$ cat config.mk
export PLATFORM = sky130hd
export DESIGN_NAME = fixed_point_pid_controller
export DESIGN_NICKNAME = d
export VERILOG_FILES = /design/src/hw/rtl/fppid_pkg.sv /design/src/hw/rtl/fixed_point_pid_controller.sv /design/src/hw/rtl/fppid_cfg.sv /design/src/hw/rtl/fppid_front.sv /design/src/hw/rtl/fppid_terms.sv /design/src/hw/rtl/fppid_out.sv
export SDC_FILE = /design/constraint.sdc
export NUM_CORES = 2
export LEC_CHECK = 0
export ABC_AREA = 1
export BUFFER_PORTS_ARGS = -buffer_cell sky130_fd_sc_hd__buf_2
export CAP_MARGIN = 30
export CORE_ASPECT_RATIO = 0.8
export CORE_MARGIN = 2
export CORE_UTILIZATION = 50
export DETAILED_ROUTE_END_ITERATION = 8
export PLACE_DENSITY = 0.66
export SLEW_MARGIN = 20
export SYNTH_ARGS = -nofsm -noshare
export SYNTH_HDL_FRONTEND = slang
export SYNTH_SLANG_ARGS = --single-unit
$ cat constraint.sdc
create_clock -name clk -period 8.07 [get_ports clk]
set_clock_uncertainty 0.15 [all_clocks]
set_input_delay 0.807 -clock clk [delete_from_list [all_inputs] [get_ports clk]]
set_output_delay 0.807 -clock clk [all_outputs]
set_load 0.01 [all_outputs]
$ cat src/hw/rtl/fppid_pkg.sv
// ----------------------------------------------------------------------------
// fppid_pkg
// Shared types, widths, register indexes and helpers for the fixed-point PID.
// ----------------------------------------------------------------------------
package fppid_pkg;

  localparam int FRACTION_BITS = 7;

  localparam int DATA_W    = 16;  // port samples and drive value
  localparam int CLAMP_W   = 15;  // samples after clamping to -16384..16383
  localparam int ERR_W     = 16;  // error and measurement difference
  localparam int GAIN_W    = 15;
  localparam int SUM_LIM_W = 30;
  localparam int CFG_W     = 30;
  localparam int CFG_IDX_W = 3;
  localparam int ACC_W     = 31;  // error accumulator, bounded by +-sum_limit
  localparam int SUM_W     = 32;  // accumulator plus error before bounding
  localparam int TOTAL_W   = 33;  // P + I + D at full width

  localparam logic [CFG_IDX_W-1:0] REG_P_GAIN      = 3'd0;
  localparam logic [CFG_IDX_W-1:0] REG_I_GAIN      = 3'd1;
  localparam logic [CFG_IDX_W-1:0] REG_D_GAIN      = 3'd2;
  localparam logic [CFG_IDX_W-1:0] REG_ERROR_LIMIT = 3'd3;
  localparam logic [CFG_IDX_W-1:0] REG_SUM_LIMIT   = 3'd4;

  localparam logic [GAIN_W-1:0]    ERROR_LIMIT_RST = 15'h7FFF;
  localparam logic [SUM_LIM_W-1:0] SUM_LIMIT_RST   = 30'h3FFF_FFFF;

  typedef logic [1:0] sat_t;
  localparam sat_t SAT_NONE = 2'd0;
  localparam sat_t SAT_HIGH = 2'd1;
  localparam sat_t SAT_LOW  = 2'd2;

  localparam logic signed [DATA_W-1:0] P_SAT_HIGH = 16'sh7FFF;
  localparam logic signed [DATA_W-1:0] P_SAT_LOW  = 16'sh8000;
  localparam logic signed [SUM_W-1:0]  I_SAT_HIGH = 32'sh3FFF_FFFF;
  localparam logic signed [SUM_W-1:0]  I_SAT_LOW  = 32'shC000_0000;

  typedef struct packed {
    logic [GAIN_W-1:0]    p_gain;
    logic [GAIN_W-1:0]    i_gain;
    logic [GAIN_W-1:0]    d_gain;
    logic [GAIN_W-1:0]    error_limit;
    logic [SUM_LIM_W-1:0] sum_limit;
  } cfg_t;

  typedef struct packed {
    sat_t                    p_sat;
    logic signed [ERR_W-1:0] err;
    sat_t                    i_sat;
    logic signed [SUM_W-1:0] sum;
    logic signed [ERR_W-1:0] diff;
  } front_t;

  typedef struct packed {
    logic signed [DATA_W-1:0] p_term;
    logic signed [SUM_W-1:0]  i_term;
    logic signed [DATA_W-1:0] d_term;
  } terms_t;

  function automatic logic signed [CLAMP_W-1:0] clamp_sample(
    input logic signed [DATA_W-1:0] x
  );
    logic signed [CLAMP_W-1:0] r;
    if (x[DATA_W-1] && !x[DATA_W-2]) begin
      r = {1'b1, {(CLAMP_W-1){1'b0}}};
    end else if (!x[DATA_W-1] && x[DATA_W-2]) begin
      r = {1'b0, {(CLAMP_W-1){1'b1}}};
    end else begin
      r = x[CLAMP_W-1:0];
    end
    return r;
  endfunction

endpackage

$ cat src/hw/rtl/fixed_point_pid_controller.sv
// ----------------------------------------------------------------------------
// fixed_point_pid_controller
// Discrete PID controller in 9.7 fixed point, one drive value per sample.
//
//   channel  signals                                   direction
//   in       in_valid/in_ready, in_target_value,       request in
//            in_measured_value
//   out      out_valid/out_ready, out_drive_value      request out
//   cfg      cfg_we, cfg_index, cfg_wdata              write only
//
// One request per cycle sustained while out_ready stays high. The front, multiply
// and sum/scale registers load in that order, and out_valid rises as the
// sum/scale register loads.
// Integrator and previous measurement update when a request is accepted.
// Synchronous active-low reset clears state, valids and loads register reset
// values. A stalled out holds the pipeline stage by stage; bubbles collapse.
// ----------------------------------------------------------------------------
module fixed_point_pid_controller (
  input  logic                                clk,
  input  logic                                rst_n,
  input  logic                                in_valid,
  output logic                                in_ready,
  input  logic signed [fppid_pkg::DATA_W-1:0] in_target_value,
  input  logic signed [fppid_pkg::DATA_W-1:0] in_measured_value,
  output logic                                out_valid,
  input  logic                                out_ready,
  output logic signed [fppid_pkg::DATA_W-1:0] out_drive_value,
  input  logic                                cfg_we,
  input  logic [fppid_pkg::CFG_IDX_W-1:0]     cfg_index,
  input  logic [fppid_pkg::CFG_W-1:0]         cfg_wdata
);
  import fppid_pkg::*;

  cfg_t   cfg;
  front_t front;
  terms_t terms;
  logic   front_valid;
  logic   front_ready;
  logic   terms_valid;
  logic   terms_ready;

  fppid_cfg u_cfg (
    .clk       (clk),
    .rst_n     (rst_n),
    .cfg_we    (cfg_we),
    .cfg_index (cfg_index),
    .cfg_wdata (cfg_wdata),
    .cfg       (cfg)
  );

  fppid_front u_front (
    .clk            (clk),
    .rst_n          (rst_n),
    .cfg            (cfg),
    .in_valid       (in_valid),
    .in_ready       (in_ready),
    .target_value   (in_target_value),
    .measured_value (in_measured_value),
    .front_valid    (front_valid),
    .front_ready    (front_ready),
    .front          (front)
  );

  fppid_terms u_terms (
    .clk         (clk),
    .rst_n       (rst_n),
    .cfg         (cfg),
    .front_valid (front_valid),
    .front_ready (front_ready),
    .front       (front),
    .terms_valid (terms_valid),
    .terms_ready (terms_ready),
    .terms       (terms)
  );

  fppid_out u_out (
    .clk         (clk),
    .rst_n       (rst_n),
    .terms_valid (terms_valid),
    .terms_ready (terms_ready),
    .terms       (terms),
    .out_valid   (out_valid),
    .out_ready   (out_ready),
    .drive_value (out_drive_value)
  );

endmodule

$ cat src/hw/rtl/fppid_cfg.sv
// ----------------------------------------------------------------------------
// fppid_cfg
// Gain and limit registers, written through the plain configuration port.
// ----------------------------------------------------------------------------
module fppid_cfg (
  input  logic                            clk,
  input  logic                            rst_n,
  input  logic                            cfg_we,
  input  logic [fppid_pkg::CFG_IDX_W-1:0] cfg_index,
  input  logic [fppid_pkg::CFG_W-1:0]     cfg_wdata,
  output fppid_pkg::cfg_t                 cfg
);
  import fppid_pkg::*;

  cfg_t cfg_r;

  always_ff @(posedge clk) begin
    if (!rst_n) begin
      cfg_r.p_gain      <= '0;
      cfg_r.i_gain      <= '0;
      cfg_r.d_gain      <= '0;
      cfg_r.error_limit <= ERROR_LIMIT_RST;
      cfg_r.sum_limit   <= SUM_LIMIT_RST;
    end else if (cfg_we) begin
      unique case (cfg_index)
        REG_P_GAIN:      cfg_r.p_gain      <= cfg_wdata[GAIN_W-1:0];
        REG_I_GAIN:      cfg_r.i_gain      <= cfg_wdata[GAIN_W-1:0];
        REG_D_GAIN:      cfg_r.d_gain      <= cfg_wdata[GAIN_W-1:0];
        REG_ERROR_LIMIT: cfg_r.error_limit <= cfg_wdata[GAIN_W-1:0];
        REG_SUM_LIMIT:   cfg_r.sum_limit   <= cfg_wdata[SUM_LIM_W-1:0];
        default: ;
      endcase
    end
  end

  assign cfg = cfg_r;

endmodule

$ cat src/hw/rtl/fppid_front.sv
// ----------------------------------------------------------------------------
// fppid_front
// Input stage: clamps samples, forms error, bounds the integrator and keeps
// the previous measurement.
// ----------------------------------------------------------------------------
module fppid_front (
  input  logic                               clk,
  input  logic                               rst_n,
  input  fppid_pkg::cfg_t                    cfg,
  input  logic                               in_valid,
  output logic                               in_ready,
  input  logic signed [fppid_pkg::DATA_W-1:0] target_value,
  input  logic signed [fppid_pkg::DATA_W-1:0] measured_value,
  output logic                               front_valid,
  input  logic                               front_ready,
  output fppid_pkg::front_t                  front
);
  import fppid_pkg::*;

  logic                      valid_r;
  front_t                    front_r;
  front_t                    front_nxt;
  logic signed [ACC_W-1:0]   acc_r;
  logic signed [ACC_W-1:0]   acc_nxt;
  logic signed [CLAMP_W-1:0] prev_r;
  logic signed [CLAMP_W-1:0] tgt;
  logic signed [CLAMP_W-1:0] meas;
  logic signed [ERR_W-1:0]   elim;
  logic signed [SUM_W-1:0]   slim;
  logic signed [ACC_W-1:0]   slim_acc;
  logic                      accept;

  assign in_ready = !valid_r || front_ready;
  assign accept   = in_valid && in_ready;

  always_comb begin
    tgt      = clamp_sample(target_value);
    meas     = clamp_sample(measured_value);
    elim     = {1'b0, cfg.error_limit};
    slim     = {2'b00, cfg.sum_limit};
    slim_acc = {1'b0, cfg.sum_limit};

    front_nxt.err  = {tgt[CLAMP_W-1], tgt} - {meas[CLAMP_W-1], meas};
    front_nxt.diff = {prev_r[CLAMP_W-1], prev_r} - {meas[CLAMP_W-1], meas};
    front_nxt.sum  = {acc_r[ACC_W-1], acc_r}
                   + {{(SUM_W-ERR_W){front_nxt.err[ERR_W-1]}}, front_nxt.err};

    if (front_nxt.err > elim) begin
      front_nxt.p_sat = SAT_HIGH;
    end else if (front_nxt.err < -elim) begin
      front_nxt.p_sat = SAT_LOW;
    end else begin
      front_nxt.p_sat = SAT_NONE;
    end

    if (front_nxt.sum > slim) begin
      front_nxt.i_sat = SAT_HIGH;
      acc_nxt         = slim_acc;
    end else if (front_nxt.sum < -slim) begin
      front_nxt.i_sat = SAT_LOW;
      acc_nxt         = -slim_acc;
    end else begin
      front_nxt.i_sat = SAT_NONE;
      acc_nxt         = front_nxt.sum[ACC_W-1:0];
    end
  end

  always_ff @(posedge clk) begin
    if (!rst_n) begin
      valid_r <= 1'b0;
      acc_r   <= '0;
      prev_r  <= '0;
    end else begin
      if (in_ready) begin
        valid_r <= in_valid;
      end
      if (accept) begin
        acc_r  <= acc_nxt;
        prev_r <= meas;
      end
    end
  end

  always_ff @(posedge clk) begin
    if (accept) begin
      front_r <= front_nxt;
    end
  end

  assign front_valid = valid_r;
  assign front       = front_r;

endmodule

$ cat src/hw/rtl/fppid_terms.sv
// ----------------------------------------------------------------------------
// fppid_terms
// Gain multiplies for the P, I and D terms, with saturation values for P and I.
// ----------------------------------------------------------------------------
module fppid_terms (
  input  logic              clk,
  input  logic              rst_n,
  input  fppid_pkg::cfg_t   cfg,
  input  logic              front_valid,
  output logic              front_ready,
  input  fppid_pkg::front_t front,
  output logic              terms_valid,
  input  logic              terms_ready,
  output fppid_pkg::terms_t terms
);
  import fppid_pkg::*;

  logic               valid_r;
  terms_t             terms_r;
  terms_t             terms_nxt;
  logic [DATA_W-1:0]  p_prod;
  logic [SUM_W-1:0]   i_prod;
  logic [DATA_W-1:0]  d_prod;
  logic               load;

  assign front_ready = !valid_r || terms_ready;
  assign load        = front_valid && front_ready;

  // products wrap: only the low bits are kept
  always_comb begin
    p_prod = {1'b0, cfg.p_gain} * front.err;
    d_prod = {1'b0, cfg.d_gain} * front.diff;
    i_prod = {{(SUM_W-GAIN_W){1'b0}}, cfg.i_gain} * front.sum;

    case (front.p_sat)
      SAT_HIGH: terms_nxt.p_term = P_SAT_HIGH;
      SAT_LOW:  terms_nxt.p_term = P_SAT_LOW;
      default:  terms_nxt.p_term = p_prod;
    endcase

    case (front.i_sat)
      SAT_HIGH: terms_nxt.i_term = I_SAT_HIGH;
      SAT_LOW:  terms_nxt.i_term = I_SAT_LOW;
      default:  terms_nxt.i_term = i_prod;
    endcase

    terms_nxt.d_term = d_prod;
  end

  always_ff @(posedge clk) begin
    if (!rst_n) begin
      valid_r <= 1'b0;
    end else if (front_ready) begin
      valid_r <= front_valid;
    end
  end

  always_ff @(posedge clk) begin
    if (load) begin
      terms_r <= terms_nxt;
    end
  end

  assign terms_valid = valid_r;
  assign terms       = terms_r;

endmodule

$ cat src/hw/rtl/fppid_out.sv
// ----------------------------------------------------------------------------
// fppid_out
// Sums the terms, scales down by the fraction bits toward zero and saturates
// into the result register.
// ----------------------------------------------------------------------------
module fppid_out (
  input  logic                                clk,
  input  logic                                rst_n,
  input  logic                                terms_valid,
  output logic                                terms_ready,
  input  fppid_pkg::terms_t                   terms,
  output logic                                out_valid,
  input  logic                                out_ready,
  output logic signed [fppid_pkg::DATA_W-1:0] drive_value
);
  import fppid_pkg::*;

  localparam int QUOT_W = TOTAL_W - FRACTION_BITS;
  localparam logic signed [TOTAL_W-1:0] ROUND_BIAS = TOTAL_W'((1 << FRACTION_BITS) - 1);
  localparam logic signed [QUOT_W-1:0]  OUT_MAX = QUOT_W'(32767);
  localparam logic signed [QUOT_W-1:0]  OUT_MIN = -QUOT_W'(32768);

  logic                      valid_r;
  logic signed [DATA_W-1:0]  drive_r;
  logic signed [DATA_W-1:0]  drive_nxt;
  logic signed [TOTAL_W-1:0] total;
  logic signed [TOTAL_W-1:0] biased;
  logic signed [QUOT_W-1:0]  quot;
  logic                      load;

  assign terms_ready = !valid_r || out_ready;
  assign load        = terms_valid && terms_ready;

  always_comb begin
    total  = {{(TOTAL_W-DATA_W){terms.p_term[DATA_W-1]}}, terms.p_term}
           + {{(TOTAL_W-SUM_W){terms.i_term[SUM_W-1]}}, terms.i_term}
           + {{(TOTAL_W-DATA_W){terms.d_term[DATA_W-1]}}, terms.d_term};
    // truncate toward zero
    biased = total[TOTAL_W-1] ? total + ROUND_BIAS : total;
    quot   = biased[TOTAL_W-1:FRACTION_BITS];
    if (quot > OUT_MAX) begin
      drive_nxt = OUT_MAX[DATA_W-1:0];
    end else if (quot < OUT_MIN) begin
      drive_nxt = OUT_MIN[DATA_W-1:0];
    end else begin
      drive_nxt = quot[DATA_W-1:0];
    end
  end

  always_ff @(posedge clk) begin
    if (!rst_n) begin
      valid_r <= 1'b0;
    end else if (terms_ready) begin
      valid_r <= terms_valid;
    end
  end

  always_ff @(posedge clk) begin
    if (load) begin
      drive_r <= drive_nxt;
    end
  end

  assign out_valid   = valid_r;
  assign drive_value = drive_r;

endmodule

# Word level (Yosys, flattened, before mapping)
# Index checks and enable logic that the tools add are counted.
[classes]
reduce_logical = 23
eq_ne = 8
muxes = 12
n_lt_le_gt_ge = 6
n_addsub = 9
n_mul = 3
[op_table]
columns = ["op", "n"]
rows = [
  ["$pmux 32 s2", 1],
  ["$mux 31", 2],
  ["$mux 15", 4],
  ["$add 16x32->33", 1],
  ["$add 33x33->33", 1],
  ["$add 33x8->33 const B", 1],
  ["$mux 33", 1],
  ["$add 31x16->32", 1],
  ["$gt 32x31->1", 1],
  ["$lt 32x32->1", 1],
  ["$mul 15x16->16", 2],
  ["$mul 15x32->32", 1],
  ["$neg 30->32", 1],
  ["$pmux 16 s2", 1],
  ["$sub 15x15->16", 2],
  ["$neg 30->31", 1],
  ["$gt 26x16->1 const B", 1],
  ["$lt 26x16->1 const B", 1],
  ["$gt 16x16->1", 1],
  ["$lt 16x16->1", 1],
  ["$mux 16", 1],
  ["$neg 15->16", 1],
  ["$reduce_and 2->1", 5],
  ["$logic_and 1x1->1", 7],
  ["9 further kinds", 21],
]
[word_totals]
regBits = 287
elab_cells = 80
input_bits = 70

# Logic depth before layout (Yosys ltp)
[logic_depth]
depth_word = 9
depth_mapped = 50

# Hierarchy
# Synthesis repeated with hierarchy kept, for this count alone.
[unflattened]
cells_unflattened = 5775
hier_area_um2 = 41642.4
[modules_own_cells]
columns = ["module", "cells_each", "area_each_um2", "instances", "seq_area_each_um2"]
rows = [
  ["fppid_terms", 2941, 22225.1, 1, 1941.9],
  ["fppid_front", 1450, 10751.6, 1, 2982.9],
  ["fppid_out", 915, 5276.3, 1, 500.5],
  ["fppid_cfg", 469, 3389.5, 1, 1801.7],
]

# Least setup slack after synthesis
# Ideal clock, no wire load.
[synth_path]
path_kind = "input -> register"
startpoint = "input port in_measured_value[15] (netlist name)"
endpoint = "register u_front.acc_r[16]"
n_path_buf = 2
arrival_time_ps = 6474
path_stages = 42
path_slack_ps = 1376
path_cell_list = "inv_1 -> nor2_1 -> inv_1 -> clkbuf_1 -> a21oi_1 -> ha_1 -> a21o_1 -> a31oi_1 -> o21ai_0 -> a21oi_1 -> o21ai_0 -> a21oi_1 -> o21ai_0 -> a21oi_1 -> nor2_1 -> nor2_1 -> xor2_1 -> inv_1 -> [... 6 more ...] -> o21bai_1 -> a21oi_1 -> xor2_1 -> inv_1 -> ha_1 -> nand3_1 -> nor3_1 -> nand3_1 -> nand3_1 -> nand2_1 -> inv_1 -> clkbuf_1 -> nand2_1 -> o21ai_0 -> inv_1 -> nand2_1 -> nand3_1 -> a21oi_1"
[synth_lines]
columns = ["item", "line", "source"]
rows = [
  ["start: declaration", "fixed_point_pid_controller.sv:24", "input logic signed [fppid_pkg::DATA_W-1:0] in_measured_value,"],
  ["end signal: assignment", "fppid_front.sv:78", "acc_r <= acc_nxt;"],
  ["end: declaration", "fppid_front.sv:23", "logic signed [ACC_W-1:0] acc_r;"],
]

==> flow_summary.json <==
{
  "drive_above_1_share": 0.0480,
  "synthFlopType": "edfxtp_1",
  "ys_ff_latch": 287,
  "routedWlPerCell_um": 17.0,
  "cts.sinks": 287,
  "intPower_mw": 5.84,
  "clk_latency_ns": 0.57,
  "firstDrtPassIters": 6,
  "power_frac_seq": 0.211,
  "yosysTopAreaCellShare": 0.251,
  "coreArea_um2": 77000,
  "initial_core_util": 0.504,
  "critical_path.startpoint_type": "input pin",
  "drtAntennaViolNets": 0,
  "worstSetupPathType": "input pin to register",
  "p_comb_frac": 0.663,
  "die_w_um": 316,
  "critPathCaptureType": "register",
  "synthTopCellsByCount": "1344 x nand2_1, 1040 x inv_1, 487 x fa_1, 329 x ha_1, 287 x nor2_1",
  "cp.arrival_ns": 7.55,
  "ys_types": 52,
  "die_h_um": 253,
  "crit_path_max_fanout": 18,
  "hold_class": "input pin to register",
  "p_switching_mw": 6.87,
  "pin_count": 88,
  "ir_drop_uv": 310,
  "cpPeakStageDelay_ns": 0.44,
  "tritoncts": "yes",
  "htree_levels": 2,
  "grt_pass1_wl_mm": 170,
  "async_flop_share": 0,
  "post-route-period-util": 0.905,
  "vias_per_cell": 5.24,
  "status": "finished, final reports clean",
  "seq_area_frac_synth": 0.186,
  "gp_congestion": 0.936,
  "min_period_ns": 7.30,
  "synth-edff-count": 148,
  "leakage_nw": 21.9,
  "worst_pin_slew_ns": 0.956,
  "postLayoutCoreUtil": 0.538,
  "hold_violations": 0,
  "grt_max_degree": 74,
  "syn_nets": 5967,
  "antenna_found_initial": 0,
  "yosysMostFrequentCell": "nand2_1",
  "max_slew_margin": 0.362,
  "io_buffers": 87,
  "numCtsBuffers": 35,
  "syn_avg_cell_area_um2": 7.64,
  "syn-cell-area_um2": 38800,
  "first_global_vias": 31500,
  "netlist.top_cell.by_area": "fa_1",
  "cts-root-buf": "clkbuf_16",
  "crit_slowest_cell": "ha_1",
  "wirelength_mm": 104,
  "place_hpwl_mm": 83.9,
  "cpMostUsedCell": "a21oi_1",
  "area_growth_pct": 6.68,
  "clk_path_buf_depth": 3,
  "rsz0062_at_grt": "false",
  "overflow": 0,
  "nNetsFinal": 5963,
  "finalSetupTns_ns": 0,
  "ys_warn_count": 0,
  "timing.fmax_mhz": 137,
  "path_clk_slew_ns": 0.07,
  "track_usage": 0.267,
  "setup_viol": 0,
  "crit_required_ns": 8.32,
  "drv_slew": 0,
  "synthCells": 5081,
  "die_area_um2": 79900,
  "rows": 91,
  "synth_area_leaders": "fa_1 25%, nand2_1 13%, edfxtp_1 11%, ha_1 11%, inv_1 10%",
  "diodes": 0,
  "drtIter0Drc": 2576,
  "drc": 0,
  "total_power_mw": 12.7,
  "power.share.clock": 0.126,
  "cellPowerDensity_nw_per_um2": 307,
  "sw_frac_of_total": 0.541,
  "via_count": 32100,
  "maxCapViolations": 0
}
-- critical path, delay by kind of cell --
| kind | cells | cell delay [ns] |
|---|---|---|
| adder cells (fa/ha/maj) | 3 | 1.04 |
| AO/OA/AOI/OAI | 14 | 2.54 |
| XOR/XNOR | 2 | 0.33 |
| AND/OR/NAND/NOR | 12 | 1.66 |
| buffers and inverters | 6 | 1.13 |
-- worst paths after layout --
check | slack [ns] | end | cells past startpoint | startpoint
worst max-delay path | 0.77 | u_front.acc_r[10] | 37 | in_measured_value[15]
worst max register to register | 0.79 | u_terms.terms[45] | 26 | u_cfg.cfg[62]
worst min register to register | 0.33 | u_front.acc_r[19] | 2 | u_front.acc_r[19]
worst min-delay path | 0.30 | u_cfg.cfg[24] | 3 | cfg_wdata[24]
-- power groups by stage --
stage | clock, mW | sequential (mW) | combinational (mW)
after floorplan | 0 | 2.29 | 6.31
after global placement | 0 | 2.69 | 8.19
after detailed placement | 0 | 2.69 | 8.29
after CTS | 1.63 | 2.66 | 8.33
after global routing | 1.69 | 2.72 | 9.57
final | 1.60 | 2.69 | 8.42
-- through the flow --
stage	instance area (um2)	setup slack [ns]	hold WS [ns]	cells
floorplan	38800	1.38	0.285	5081
global placement	40200	0.228	0.303	6062
finish	41400	0.768	0.302	6126
detailed placement	40200	0.117	0.317	6062
global route	41400	0.139	0.304	6126
CTS	41400	0.696	0.279	6125
-- what timing repair did --
action | in CTS | in global routing
gates resized for setup | 0 | 2
setup buffers | 0 | 0
setup endpoints to repair | 0 | 32
hold buffers | 0 | 0
-- layer usage --
| layer | wire length [um] | GRT usage |
|---|---|---|
| met4 | 2300 | 0.0622 |
| met3 | 8350 | 0.0453 |
| met2 | 43700 | 0.395 |
| met5 | 0 | 0 |
| met1 | 50100 | 0.406 |
-- logic make-up after synthesis --
group	synth area share
fa+ha+maj	0.357
xor+xnor	0.0478
flops	0.186
simple gates	0.205
buf+inv	0.119
compound gates	0.0854
-- registers in the layout (all words and copies together) (netlist names) --
register	cells
u_cfg.cfg	90
u_front.front	68
u_terms.terms	64
u_front.acc_r	31
u_out.drive_value	16
u_front.prev_r	15
u_front.front_valid	1
u_out.out_valid	1
u_terms.terms_valid	1
-- cell type report --
type,count,area [um2]
Multi-Input combinational cell,3573,27000
Timing Repair Buffer,134,801
Clock buffer,44,961
Clock inverter,19,208
Sequential cell,287,7230
Fill cell,7420,35600
Inverter,1046,3930
Tap cell,1023,1280
-- cell usage in the layout (no fill, tap or decap), types with 7 or more instances in the layout --
cell       count
a21boi_0       7
a21o_1        16
a21oi_1      259
a31oi_1        9
buf_2         87
buf_4         46
clkbuf_16     36
dfxtp_1      139
edfxtp_1     148
fa_1         487
ha_1         329
inv_1       1039
nand2_1     1344
nand2_2       16
nand3_1      149
nand4_1       66
nor2_1       286
nor2_2         7
nor3_1        32
nor4_1        14
o211ai_1      38
o21ai_0      210
o21bai_1      20
o31ai_1       10
xnor2_1       72
xor2_1       140
Power figures use the tool's default switching activity.
